[config.mk]
export PLATFORM = sky130hd
export DESIGN_NAME = ssbl_ram
export DESIGN_NICKNAME = d
export VERILOG_FILES = /design/src/rtl/ssbl_ram.sv
export SDC_FILE = /design/constraint.sdc
export NUM_CORES = 2
export LEC_CHECK = 0
export BUFFER_PORTS_ARGS = -buffer_cell sky130_fd_sc_hd__buf_4
export CORE_MARGIN = 2
export CORE_UTILIZATION = 30
export DETAILED_ROUTE_END_ITERATION = 10
export HOLD_SLACK_MARGIN = 0.12
export PLACE_DENSITY = 0.45
export SLEW_MARGIN = 20
export SYNTH_ARGS = -nofsm -noshare
export SYNTH_HDL_FRONTEND = slang
export SYNTH_SLANG_ARGS = --single-unit
[constraint.sdc]
create_clock -name clk -period 5.5 [get_ports clk]
set_input_delay 1.65 -clock clk [delete_from_list [all_inputs] [get_ports clk]]
set_output_delay 1.65 -clock clk [all_outputs]
set_load 0.01 [all_outputs]
[src/rtl/ssbl_ram.sv]
`timescale 1ns / 1ps
// ----------------------------------------------------------------------------
// ssbl_ram: generic simple dual port RAM
// One write port, one read port with registered read data and read enable.
// ----------------------------------------------------------------------------
module ssbl_ram #(
    parameter int WIDTH = 8,
    parameter int DEPTH = 256
) (
    input  logic                     clk,
    input  logic                     we,
    input  logic [$clog2(DEPTH)-1:0] waddr,
    input  logic [WIDTH-1:0]         wdata,
    input  logic                     re,
    input  logic [$clog2(DEPTH)-1:0] raddr,
    output logic [WIDTH-1:0]         rdata
);

    logic [WIDTH-1:0] mem [0:DEPTH-1];

    always_ff @(posedge clk)
    begin
        if (we)
        begin
            mem[waddr] <= wdata;
        end
        if (re)
        begin
            rdata <= mem[raddr];
        end
    end

endmodule

[After elaboration in Yosys (flattened, before gate mapping)]
Memory sizes are Yosys's and may differ from the RTL's. A register that Yosys moved wholly into a read port is not among the register bits.
Index checks and enable logic that the tools add are counted.
Storage, ports and cells
  word-level logic and storage cells: 3
  output and inout port bits: 8
  RAM bits: 2048
  bits in registers: 0
  memories kept: 1
  input port bits: 27
Memory list
  mem: depth 256, width 8, read ports 1, clocked after Yosys merged registers in 1, write ports 1, RTL line 19  | logic [WIDTH-1:0] mem [0:DEPTH-1];
Operators by class
  muxes and demuxes: 2
Operators by type and width (count)
  $mux 1: 2

[Depth between registers and ports, before layout]
  depth in word-level cells: 2
  depth in mapped cells: 11
  depth with buffers taken out: 6

[Worst setup path after synthesis]
Ideal clock, no wire load.
  path type: input port to flip-flop
  start: input port raddr[0]
  end: register rdata[2] (read register of mem), data pin
  arrival: 3.457 ns
  setup slack: 1.774 ns
  stages on the path: 9
  buffers on the path: 4
  data required time: 5.231 ns
  path through: buf_6 buf_12 buf_8 buf_2 mux4_2 a22oi_1 a21oi_1 nor4_1 nor4_2
RTL lines
  start: declaration: RTL line 15  | input logic [$clog2(DEPTH)-1:0] raddr,
  end: declaration: RTL line 16  | output logic [WIDTH-1:0] rdata

==> summary.md <==
| Metric | Value |
|---|---|
| Status | complete, no violations |
| Hold Crit Start | re |
| Largest net degree at the start of global routing | 132 |
| Synth Register Bits | 2,056 |
| DRT antenna net count | 0 |
| I/O pins | 35 |
| Min-Delay Path Depth | 1 |
| Top cell type's share of synthesized area | 77.5% |
| Setup-failing EPs final | 0 |
| Fmax | 0.224 GHz |
| Core Util, Final | 34.9% |
| Wire per inst | 29.2 um |
| Clock Skew | 0.0590 ns |
| Leak | 28.4 nW |
| Area leader, netlist | edfxtp_1 |
| Placed insts | 7,349 |
| Total of max-cap violations | 0 |
| Vias in the first global route | 40,000 |
| Total Routing Usage GR | 16.5% |
| R2R Path End | rdata[0]$_DFFE_PP_ |
| Layout cells sized above 1 | 25.8% |
| Final hold vios | 0 |
| Net switching power | 7.34 mW |
| Overflow after GRT | 0 |
| Setup TNS | 0 ns |
| GPL Wtd Cong | 0.803 |
| Most common cell in the netlist | edfxtp_1 |
| Internal Power | 25.9 mW |
| WHS | 1.18 ns |
| Crit path DAT | 5.04 ns |
| Die H | 519 um |
| Worst vdd ir | 0.316 mV |
| GR met3 Demand/Resource | 2.61% |
| Flop2flop setup slack | 2.34 ns |
| Met2 track demand over resource | 26.6% |
| Worst-case clock buffer depth | 3 |
| Comb pwr share | 5.1% |
| Crit path capture type | register |
| Post-DP HPWL | 141,000 um |
| Post-CTS Hold Buffers | 0 |
| Req. time, crit path | 6.07 ns |
| Clock latency on the worst-skew pair | 0.85 ns |
| Asr flop ratio synth | 0% |
| Worst Tran Pin Value | 1.18 ns |
| EDFF count, synth | 2,056 |
| Synthesized Nets | 3,760 |
| Clock share of power | 42.8% |
| CP max stage delay | 1.01 ns |
| H-tree levels | 4 |
| Die area | 270,000 sq um |
| Yosys warns | 0 |
| Post-Syn Instances | 3,733 |
| Drt first pass iters | 5 |
| Reg2Reg Depth | 7 |
| Post-Syn Area | 79,600 sq um |
| Seq pwr share | 52.1% |
| Crit Path Max Fanout | 16 |
| Layout area overhead | 16.0% |
| Minimum clock period after layout | 4.47 ns |
| CTS root buffer | clkbuf_16 |
| Top_reg_cell synth | edfxtp_1 |
| Worst-path cell with the longest stage delay | nor4_1 |
| Count of different cell masters after synthesis | 54 |
| Max-slew headroom | 20.3% |
| Postcts setup bufs | 0 |
| Vias per cell | 5.06 |
| Initial core utilization | 30.1% |
| Mean post-synth cell area | 21.3 sq um |
| Initial drt markers | 4,210 |
| Register area share after synthesis | 77.5% |
| GRT met1 Usage | 23.6% |
| Final period utilization | 81.3% |
| Initial antenna violation count | 19 |
| Clock slew at reported path FFs | 0.06 ns |
| DIE WIDTH | 519 um |
| Switching share of power | 22.1% |
| Vias | 39,200 |
| Worst setup SP type | input port |
| Port bufs | 34 |
| Worst Hold Path EP | rdata[6]$_DFFE_PP_ |
| Clock sinks | 2,056 |
| Worst r2r src | mem[101][0]$_DFFE_PP_ |
| Final Max Tran Viols | 0 |
| DRC viols | 0 |
| Post_cts resized | 0 |
| CTS tree | built |
| Hold Path Class | in -> reg |
| CTS Buf Count | 217 |
| Final net count | 4,062 |
| Critical path class | in -> reg |
| P per Cell Area | 359 nW/um^2 |
| GR peak layer | met2 |
| RSZ-0062 raised after global routing | false |
| Global-route wire length before repair | 318,000 um |
| Site Rows | 189 |
| Post-synth top cells | 2,056 x edfxtp_1, 454 x mux4_2, 282 x nor2_1 |
| Synth top area cells | edfxtp_1 78%, mux4_2 13%, mux2i_1 1.7%, nor2_1 1.3%, a22oi_1 1.3% |
| Finished Layout Cells | 7,749 |
| Core ar. | 265,000 sq um |
| Routed WL | 226,000 um |
| CP Cell Sequence | buf_8 > buf_12 > buf_12 > buf_4 > mux4_2 > mux4_2 > nor2b_1 > nor4_1 > buf_4 > nor4_2 |
how the worst max path moves through the flow:
stage	slack, ns	to	start
final	1.03	rdata[0]$_DFFE_PP_	raddr[0]
after global routing	1.00	rdata[2]$_DFFE_PP_	raddr[0]
after CTS	1.11	rdata[3]$_DFFE_PP_	raddr[3]
after detailed placement	0.19	rdata[3]$_DFFE_PP_	raddr[3]
after global placement	0.18	rdata[3]$_DFFE_PP_	raddr[0]
after floorplan	1.77	rdata[2]$_DFFE_PP_	raddr[0]
per-layer routing:
metal | up-vias | share of wire [%]
li1 | 16300 | -
met1 | 21400 | 44
met2 | 1212 | 48
met3 | 269 | 5.6
met4 | 0 | 1.8
met5 | - | 0
placed cells by master, fill, tap and decap left out, types with 24 or more instances in the layout:
master,netlist,final
nand3_1,34,28
nor2b_1,31,28
clkinv_2,0,36
mux4_2,454,454
mux2i_1,134,134
a21oi_1,96,96
nor4_1,24,24
nor2_1,282,279
o22ai_1,28,28
a22oi_1,133,133
clkinv_1,1,58
clkbuf_1,111,46
buf_12,8,33
buf_4,27,273
edfxtp_1,2056,2056
nand2_1,33,33
o221ai_1,46,46
clkbuf_16,0,219
flip-flops by register name, summed over array words and instances, names as in the netlist:
signal / cells
mem: 2048
rdata: 8
per-stage QoR:
step	total power, mW	cell area (sq um)	setup WS [ns]
after global placement	19.4	85500	0.181
after CTS	33.6	92400	1.11
after floorplan	18.5	79600	1.77
after detailed placement	19.4	85500	0.186
final	33.2	92400	1.03
after global routing	34.2	92400	1.00
critical path, delay by kind of cell:
kind,cells,cell delay (ns)
simple gates,3,1.19
buf+inv,5,1.17
mux,2,0.98
logic make-up (layout without fill, tap and decap cells):
kind of cell	after synthesis	after routing	share of synthesized area, %
DFF	2056	2056	77.5
other	0	6	0
muxes	591	591	14.6
AOI/OAI and AO/OA	385	385	3.42
and+or+nand+nor	466	466	2.63
buffers and inverters	235	712	1.83
power groups by stage:
stage / Combinational (mW) / Clock [mW] / Sequential [mW]
CTS: 1.73 / 14.5 / 17.3
global placement: 1.72 / 0 / 17.6
detailed placement: 1.73 / 0 / 17.6
floorplan: 0.839 / 0 / 17.6
global route: 1.79 / 15.1 / 17.3
finish: 1.69 / 14.2 / 17.3
layout make-up:
cell class / instances / area [sq um]
diodes: 6 / 15.0
multi-input cells: 1442 / 16500
flip-flops and latches: 2056 / 61700
fillers: 24600 / 172000
clock buffers: 265 / 5650
repair buffers: 316 / 2860
clock inverters: 129 / 1170
inverters: 2 / 7.51
well taps: 3533 / 4420
No activity file was read; power rests on OpenSTA's default activity.
