File: src/rtl/ssbl_pkg.sv
`timescale 1ns / 1ps
// ----------------------------------------------------------------------------
// ssbl_pkg: shared definitions for the spherical shell bin locator
// Store sizes, opcodes, register indexes and the sideband record that
// travels with each item through the pipeline.
// ----------------------------------------------------------------------------
package ssbl_pkg;

    localparam int COARSE_SLOTS = 1024;
    localparam int MAX_BINS     = 256;
    localparam int CM_AW        = $clog2(COARSE_SLOTS);
    localparam int BIN_AW       = $clog2(MAX_BINS);

    localparam int SQRT_STAGES  = 32;
    localparam int DIV_STAGES   = 32;

    localparam logic [1:0] OP_LOCATE  = 2'd0;
    localparam logic [1:0] OP_WR_MAP  = 2'd1;
    localparam logic [1:0] OP_WR_BIN  = 2'd2;

    localparam logic [2:0] REG_CENTRE_X      = 3'd0;
    localparam logic [2:0] REG_CENTRE_Y      = 3'd1;
    localparam logic [2:0] REG_CENTRE_Z      = 3'd2;
    localparam logic [2:0] REG_SPHERE_RADIUS = 3'd3;
    localparam logic [2:0] REG_COARSE_WIDTH  = 3'd4;
    localparam logic [2:0] REG_COARSE_COUNT  = 3'd5;

    typedef struct packed {
        logic [1:0]  op;
        logic [9:0]  idx;
        logic [7:0]  map_bin;
        logic [31:0] bc;
        logic [31:0] bw;
    } side_t;

endpackage

File: src/rtl/ssbl_sqrt.sv
`timescale 1ns / 1ps
// ----------------------------------------------------------------------------
// ssbl_sqrt: pipelined integer square root
// Floor square root of a 64-bit value, one result bit per stage, with the
// item sideband carried alongside.
// ----------------------------------------------------------------------------
module ssbl_sqrt (
    input  logic           clk,
    input  logic           rst_n,
    input  logic           en,
    input  logic           in_vld,
    input  logic [63:0]    in_val,
    input  ssbl_pkg::side_t in_side,
    output logic           out_vld,
    output logic [31:0]    out_root,
    output ssbl_pkg::side_t out_side
);
    import ssbl_pkg::*;

    logic        vld_reg  [0:SQRT_STAGES];
    logic [63:0] v_reg    [0:SQRT_STAGES];
    logic [63:0] res_reg  [0:SQRT_STAGES];
    side_t       side_reg [0:SQRT_STAGES];

    always_comb
    begin
        vld_reg[0]  = in_vld;
        v_reg[0]    = in_val;
        res_reg[0]  = '0;
        side_reg[0] = in_side;
    end

    genvar k;
    generate
        for (k = 0; k < SQRT_STAGES; k++)
        begin : g_stage
            localparam logic [63:0] BIT = 64'd1 << (62 - 2 * k);
            logic [63:0] trial;
            logic [63:0] v_next;
            logic [63:0] res_next;

            always_comb
            begin
                trial = res_reg[k] + BIT;
                if (v_reg[k] >= trial)
                begin
                    v_next   = v_reg[k] - trial;
                    res_next = (res_reg[k] >> 1) + BIT;
                end
                else
                begin
                    v_next   = v_reg[k];
                    res_next = res_reg[k] >> 1;
                end
            end

            always_ff @(posedge clk or negedge rst_n)
            begin
                if (!rst_n)
                begin
                    vld_reg[k+1] <= 1'b0;
                end
                else if (en)
                begin
                    vld_reg[k+1] <= vld_reg[k];
                end
            end

            always_ff @(posedge clk)
            begin
                if (en)
                begin
                    v_reg[k+1]    <= v_next;
                    res_reg[k+1]  <= res_next;
                    side_reg[k+1] <= side_reg[k];
                end
            end
        end
    endgenerate

    assign out_vld  = vld_reg[SQRT_STAGES];
    assign out_root = res_reg[SQRT_STAGES][31:0];
    assign out_side = side_reg[SQRT_STAGES];

endmodule
File: config.mk
export PLATFORM = sky130hd
export DESIGN_NAME = ssbl_sqrt
export DESIGN_NICKNAME = d
export VERILOG_FILES = /design/src/rtl/ssbl_pkg.sv /design/src/rtl/ssbl_sqrt.sv
export SDC_FILE = /design/constraint.sdc
export NUM_CORES = 2
export LEC_CHECK = 0
export BUFFER_PORTS_ARGS = -buffer_cell sky130_fd_sc_hd__buf_2
export CORE_MARGIN = 3
export CORE_UTILIZATION = 55
export CTS_BUF_LIST = sky130_fd_sc_hd__clkbuf_8
export CTS_CLUSTER_DIAMETER = 200
export DETAILED_ROUTE_END_ITERATION = 10
export GPL_ROUTABILITY_DRIVEN = 0
export PLACE_DENSITY_LB_ADDON = 0.05
export SLEW_MARGIN = 30
export SYNTH_ARGS = -nofsm -noshare
export SYNTH_HDL_FRONTEND = slang
export SYNTH_SLANG_ARGS = --single-unit
export TNS_END_PERCENT = 100
File: constraint.sdc
create_clock -name clk -period 3.3 [get_ports clk]
set_input_delay 0.66 -clock clk [delete_from_list [all_inputs] [get_ports clk]]
set_output_delay 0.66 -clock clk [all_outputs]
set_load 0.01 [all_outputs]
==> Yosys cells after proc, flatten, opt, wreduce, memory -nomap -nowiden <==
Index checks and enable logic that the tools add are counted.
{ "op_classes": {"n_addsub": 93, "n_lt_le_gt_ge": 32, "n_mux": 63} }
{ "ops": {"columns": ["cell", "n"], "rows": [
  ["$ge A64 B64 Y1", 31],
  ["$mux W64", 31],
  ["$mux W63", 31],
  ["$sub A64 B64 Y64", 30],
  ["$add A63 B11 Y64 const B", 1],
  ["$add A63 B13 Y64 const B", 1],
  ["$add A63 B15 Y64 const B", 1],
  ["$add A63 B17 Y64 const B", 1],
  ["$add A63 B19 Y64 const B", 1],
  ["$add A63 B21 Y64 const B", 1],
  ["$add A63 B23 Y64 const B", 1],
  ["$add A63 B25 Y64 const B", 1],
  ["$add A63 B27 Y64 const B", 1],
  ["$add A63 B29 Y64 const B", 1],
  ["$add A63 B3 Y64 const B", 1],
  ["$add A63 B31 Y64 const B", 1],
  ["$add A63 B33 Y64 const B", 1],
  ["$add A63 B35 Y64 const B", 1],
  ["$add A63 B37 Y64 const B", 1],
  ["$add A63 B39 Y64 const B", 1],
  ["$add A63 B41 Y64 const B", 1],
  ["$add A63 B43 Y64 const B", 1],
  ["$add A63 B45 Y64 const B", 1],
  ["$add A63 B47 Y64 const B", 1],
  ["45 further kinds", 45]
]} }
{ "totals": {"ff_bits": 6720, "inputBits": 152, "out_inout_bits": 117, "wordCells": 473} }

==> Longest topological paths before layout <==
{ "logic_depth": {"depth_word": 3, "depth_mapped": 16, "depth_no_buf": 13} }

==> Least setup slack after synthesis <==
Ideal clock, no wire load.
{ "synth_path": {"kind": "register to register", "from": "register v_reg[170] in the netlist's numbering", "to": "register v_reg[95] in the netlist's numbering, data pin", "setup_time_ps": 260, "arrival_time_ps": 3230, "required_ps": 3040, "path_slack_ps": -190, "path_stages_with_launch": 11, "path_buffers": 2, "period_less_slack_ps": 3490, "cell_sequence": "edfxtp_1 > or4_4 > or3_4 > or4_1 > or4_1 > a211oi_2 > nor2b_1 > buf_4 > inv_4 > buf_6 > mux2_4"} }
{ "synth_via": {"elab_chain_cells": 2} }
{ "synth_rtl": {"columns": ["element", "line_no", "rtl"], "rows": [
  ["start: declaration", "ssbl_sqrt.sv:21", "logic [63:0] v_reg [0:SQRT_STAGES];"],
  ["start signal: indexed assignment", "ssbl_sqrt.sv:73", "v_reg[k+1] <= v_next;"],
  ["$ge A64 B64 Y1", "ssbl_sqrt.sv:45", "if (v_reg[k] >= trial)"],
  ["$mux W64", "ssbl_sqrt.sv:45", null],
  ["net g_stage[30].v_next[31]", "ssbl_sqrt.sv:39", "logic [63:0] v_next;"]
]} }
The timed path passes the listed nets, and every way through them passes these cells.
A chain may end at the register's enable or synchronous reset.

==> Final worst setup path <==
{ "layout_path": {"from": "register v_reg[170] in the netlist's numbering", "to": "register v_reg[113] in the netlist's numbering, data pin"} }
{ "layout_via": {"elab_chain_cells": 2, "elab_cells_between_ends": 3, "cone_classes": "1 x add/sub; 1 x order compare; 1 x mux"} }
{ "layout_rtl": {"columns": ["element", "line_no"], "rows": [
  ["$sub A64 B64 Y64 or $ge A64 B64 Y1 (tied branches)", "ssbl_sqrt.sv:47, ssbl_sqrt.sv:45"],
  ["$mux W64 *", "ssbl_sqrt.sv:45"],
  ["net g_stage[30].v_next[49]", "ssbl_sqrt.sv:39"]
]} }
Mark *: on every way through the listed nets, which the timed path passes. The rest lies on a longest branch.

==> flow_summary.toml <==
[critical_path]
path_class = "reg2reg"
critPathSlowestCell = "or4_4"
cp.arrival_ns = 4.44
path_cells = "or4_4, or3_4, or4_1, or4_4, a211oi_4, nor2b_4, buf_6, inv_8, buf_12, nand4_4, nor2_1, xor2_1"
path_max_fanout = 7
crit_buf_inv = 3
timing.rr.end = "v_reg[113]$_DFFE_PP_"
reg2reg_from = "v_reg[170]$_DFFE_PP_"
slowest_delay_ns = 0.54
worstPathRequired_ns = 4.19
critPathMostFrequentCell = "or4_4"
reg2regPathDepth = 12
cp_top_family = "simple AND/OR/NAND/NOR gates"
endpoint_kind = "flip-flop"
worst_setup_path_start_kind = "flip-flop"
rrSetupSlack_ns = -0.25

[power]
swShare = 0.270
power_mw = 163
power_density_nw_per_um2 = 664
power_frac_comb = 0.172
p_sw_mw = 44.0
clock_power_share = 0.307
p_leak_nw = 91.7
pwr-share-seq = 0.521
vdd_drop_max_mv = 0.423
p_int_mw = 119

[cells_and_area]
largest_reg_flops = 2604
multi_input_area_um2 = 47300
fin_util = 0.668
finish.instance_area_um2 = 245000
area_growth_pct = 20.5
seq_area_um2 = 157000
final_common_cell = "edfxtp_1"
final_cell_mix = "5200 x edfxtp_1, 1338 x buf_4, 938 x inv_1, 814 x clkbuf_8, 619 x nor2_1"
drive_gt1_frac = 0.231
final.fill_count = 25279
layout.cells.non_filler = 20636
nNetsFinal = 15758

[global_routing]
antenna_found_initial = 19
grt_use_met2 = 0.345
grt.busiest_layer = "met2"
met1_usage = 0.305
grt_max_degree = 145
gr-usage-met3 = 0.0422
grt_pass1_vias = 114297
grt_use_total = 0.217
overflow = 0
grt_pass1_wl_mm = 646

[yosys]
synth_seq_area_share = 0.771
synth_nets = 13213
synth-edff-count = 5200
syn_area_um2 = 204000
syn_avg_cell_area_um2 = 16.3
synth_flop_cell = "edfxtp_1"
synth-seq-cells = 5232
yosysWarnings = 0
synthCells = 12503
async_flop_share = 0.00612
ys_types = 91

[worst_hold_path]
worstHoldStart = "in_val[34]"
hold_path_end = "v_reg[2018]$_DFFE_PP_"
hp-class = "in2reg"
hold-path-cell-count = 2

[cts]
cts_max_path_buffers = 4
clock_sinks = 5232
cts-root-buf = "clkbuf_8"
tritoncts = "done"
htree_levels = 6
clk_pin_slew_worst_paths_ns = 0.06
cts-buffers-inserted = 810
insertion_delay_ns = 1.25

[drt]
drc = 0
drt_iter0_markers = 11137
detail-route-antenna-nets = 0
via_per_inst = 5.54
wirelength_mm = 426
wl_per_cell_um = 20.6
firstDrtPassIters = 6
vias = 114370

[flow_run]
cap_violations = 0

[sta]
fmax_ghz = 0.282
timing.final.ws_setup_ns = -0.247
fin_skew_ns = 0.0943
rsz0062_at_grt = "true"
finalSetupViolCount = 208
fin_crit_ns = 3.55
slew_violations = 0
worst_pin_slew_ns = 1.13
fin_crit_sh = 1.07
relSlewSlack = 0.241
hold_violations = 0
holdWs_ns = 0.178

[placement]
placed_cell_area_um2 = 221000
port_buffers = 268
place_inst = 18742
hpwl_mm = 287

[floorplan]
start_util = 0.555
core_um2 = 367000
die_h_um = 614
dieArea_um2 = 377000
io_pins = 269
rows = 222
die_w_um = 614

[outcome]
violations = "setup timing"
status = "finished, violations left"
==> cell type report <==
type                       instances  share of cell area
clock buffer                     814              0.0457
multi-input combinational       6282               0.193
antenna                            5           0.0000510
inverter                         705              0.0109
tap                             4928              0.0251
clock inverter                   653              0.0159
timing repair buffer            2017              0.0694
sequential                      5232               0.640
==> kinds of logic (layout without fill, tap and decap cells) <==
| kind of cell | after synthesis | after routing | synth area share |
|---|---|---|---|
| adders and majority gates | 558 | 558 | 0.0343 |
| AOI/OAI and AO/OA | 1871 | 1872 | 0.0573 |
| other | 0 | 5 | 0 |
| muxes | 136 | 136 | 0.00751 |
| buffers and inverters | 994 | 4189 | 0.0202 |
| xor gates and xnor gates | 873 | 873 | 0.0376 |
| DFF | 5232 | 5232 | 0.771 |
| and+or+nand+nor | 2839 | 2843 | 0.0720 |
==> how the worst max path moves through the flow <==
stage,cells after the start,startpoint,to
final,12,v_reg[170]$_DFFE_PP_,v_reg[113]$_DFFE_PP_
after global routing,12,v_reg[178]$_DFFE_PP_,v_reg[111]$_DFFE_PP_
after CTS,12,v_reg[178]$_DFFE_PP_,v_reg[109]$_DFFE_PP_
after detailed placement,10,v_reg[861]$_DFFE_PP_,v_reg[818]$_DFFE_PP_
after global placement,16,v_reg[135]$_DFFE_PP_,v_reg[126]$_DFFE_PP_
after floorplan,10,v_reg[178]$_DFFE_PP_,v_reg[95]$_DFFE_PP_
==> routing by layer <==
| layer | wire length (µm) | vias up | part of all wire |
|---|---|---|---|
| met5 | 0 | - | 0 |
| met4 | 12900 | 0 | 0.030 |
| met3 | 30200 | 951 | 0.071 |
| met2 | 200000 | 3989 | 0.47 |
| met1 | 183000 | 56299 | 0.43 |
| li1 | - | 53131 | - |
==> worst reg2reg max path: cells and delay by family (launching register included) <==
kind | cells | cell delay (ns)
buffers and inverters | 3 | 0.30
AO/OA/AOI/OAI | 1 | 0.19
AND/OR/NAND/NOR | 7 | 2.26
flip-flops | 1 | 0.38
XOR/XNOR | 1 | 0.14
==> synthesized netlist by cell type (all sizes together), types with 50 or more instances <==
cell / n / area (µm²)
edfxtp: 5200 / 156000
o21ai: 376 / 1880
nand2: 542 / 2030
nor4: 366 / 2290
or3: 103 / 649
inv: 704 / 2650
o31ai: 50 / 375
o21a: 92 / 691
buf: 120 / 822
or4: 79 / 601
nand2b: 114 / 713
a211oi: 73 / 553
ha: 558 / 6980
nand4: 162 / 1030
o211ai: 54 / 405
mux2: 130 / 1470
xor2: 448 / 3920
clkbuf: 169 / 634
nor4b: 55 / 482
a31oi: 53 / 332
nor2: 718 / 2700
nor3: 247 / 1240
a21o: 217 / 1630
nand3: 156 / 781
a21oi: 683 / 3420
nor2b: 75 / 469
xnor2: 425 / 3720
==> power groups by stage <==
stage               registers (mW)  clock network [mW]  logic, mW
floorplan                     84.3                   0       14.9
finish                        84.8                50.0       28.0
CTS                           84.7                51.8       25.7
global placement              85.8                   0       23.9
detailed placement            85.9                   0       24.6
global route                  85.3                54.9       30.3
==> what timing repair did <==
action                                  CTS  global route
endpoints found under the hold margin   195             0
pin swaps                                66           190
hold buffers                            228             0
gates resized for setup                 428           641
setup buffers                            52           119
endpoints found under the setup margin  629           672
cloned                                   24            12
==> through the flow <==
step	TNS, ns	setup slack, ns
6_report	-23.92	-0.247
5_1_grt	-54.41	-0.391
4_1_cts	-18.01	-0.261
3_5_place_dp	-107.01	-0.537
3_3_place_gp	-57.21	-0.406
2_1_floorplan	-3.96	-0.169
Power figures use the tool's default switching activity.
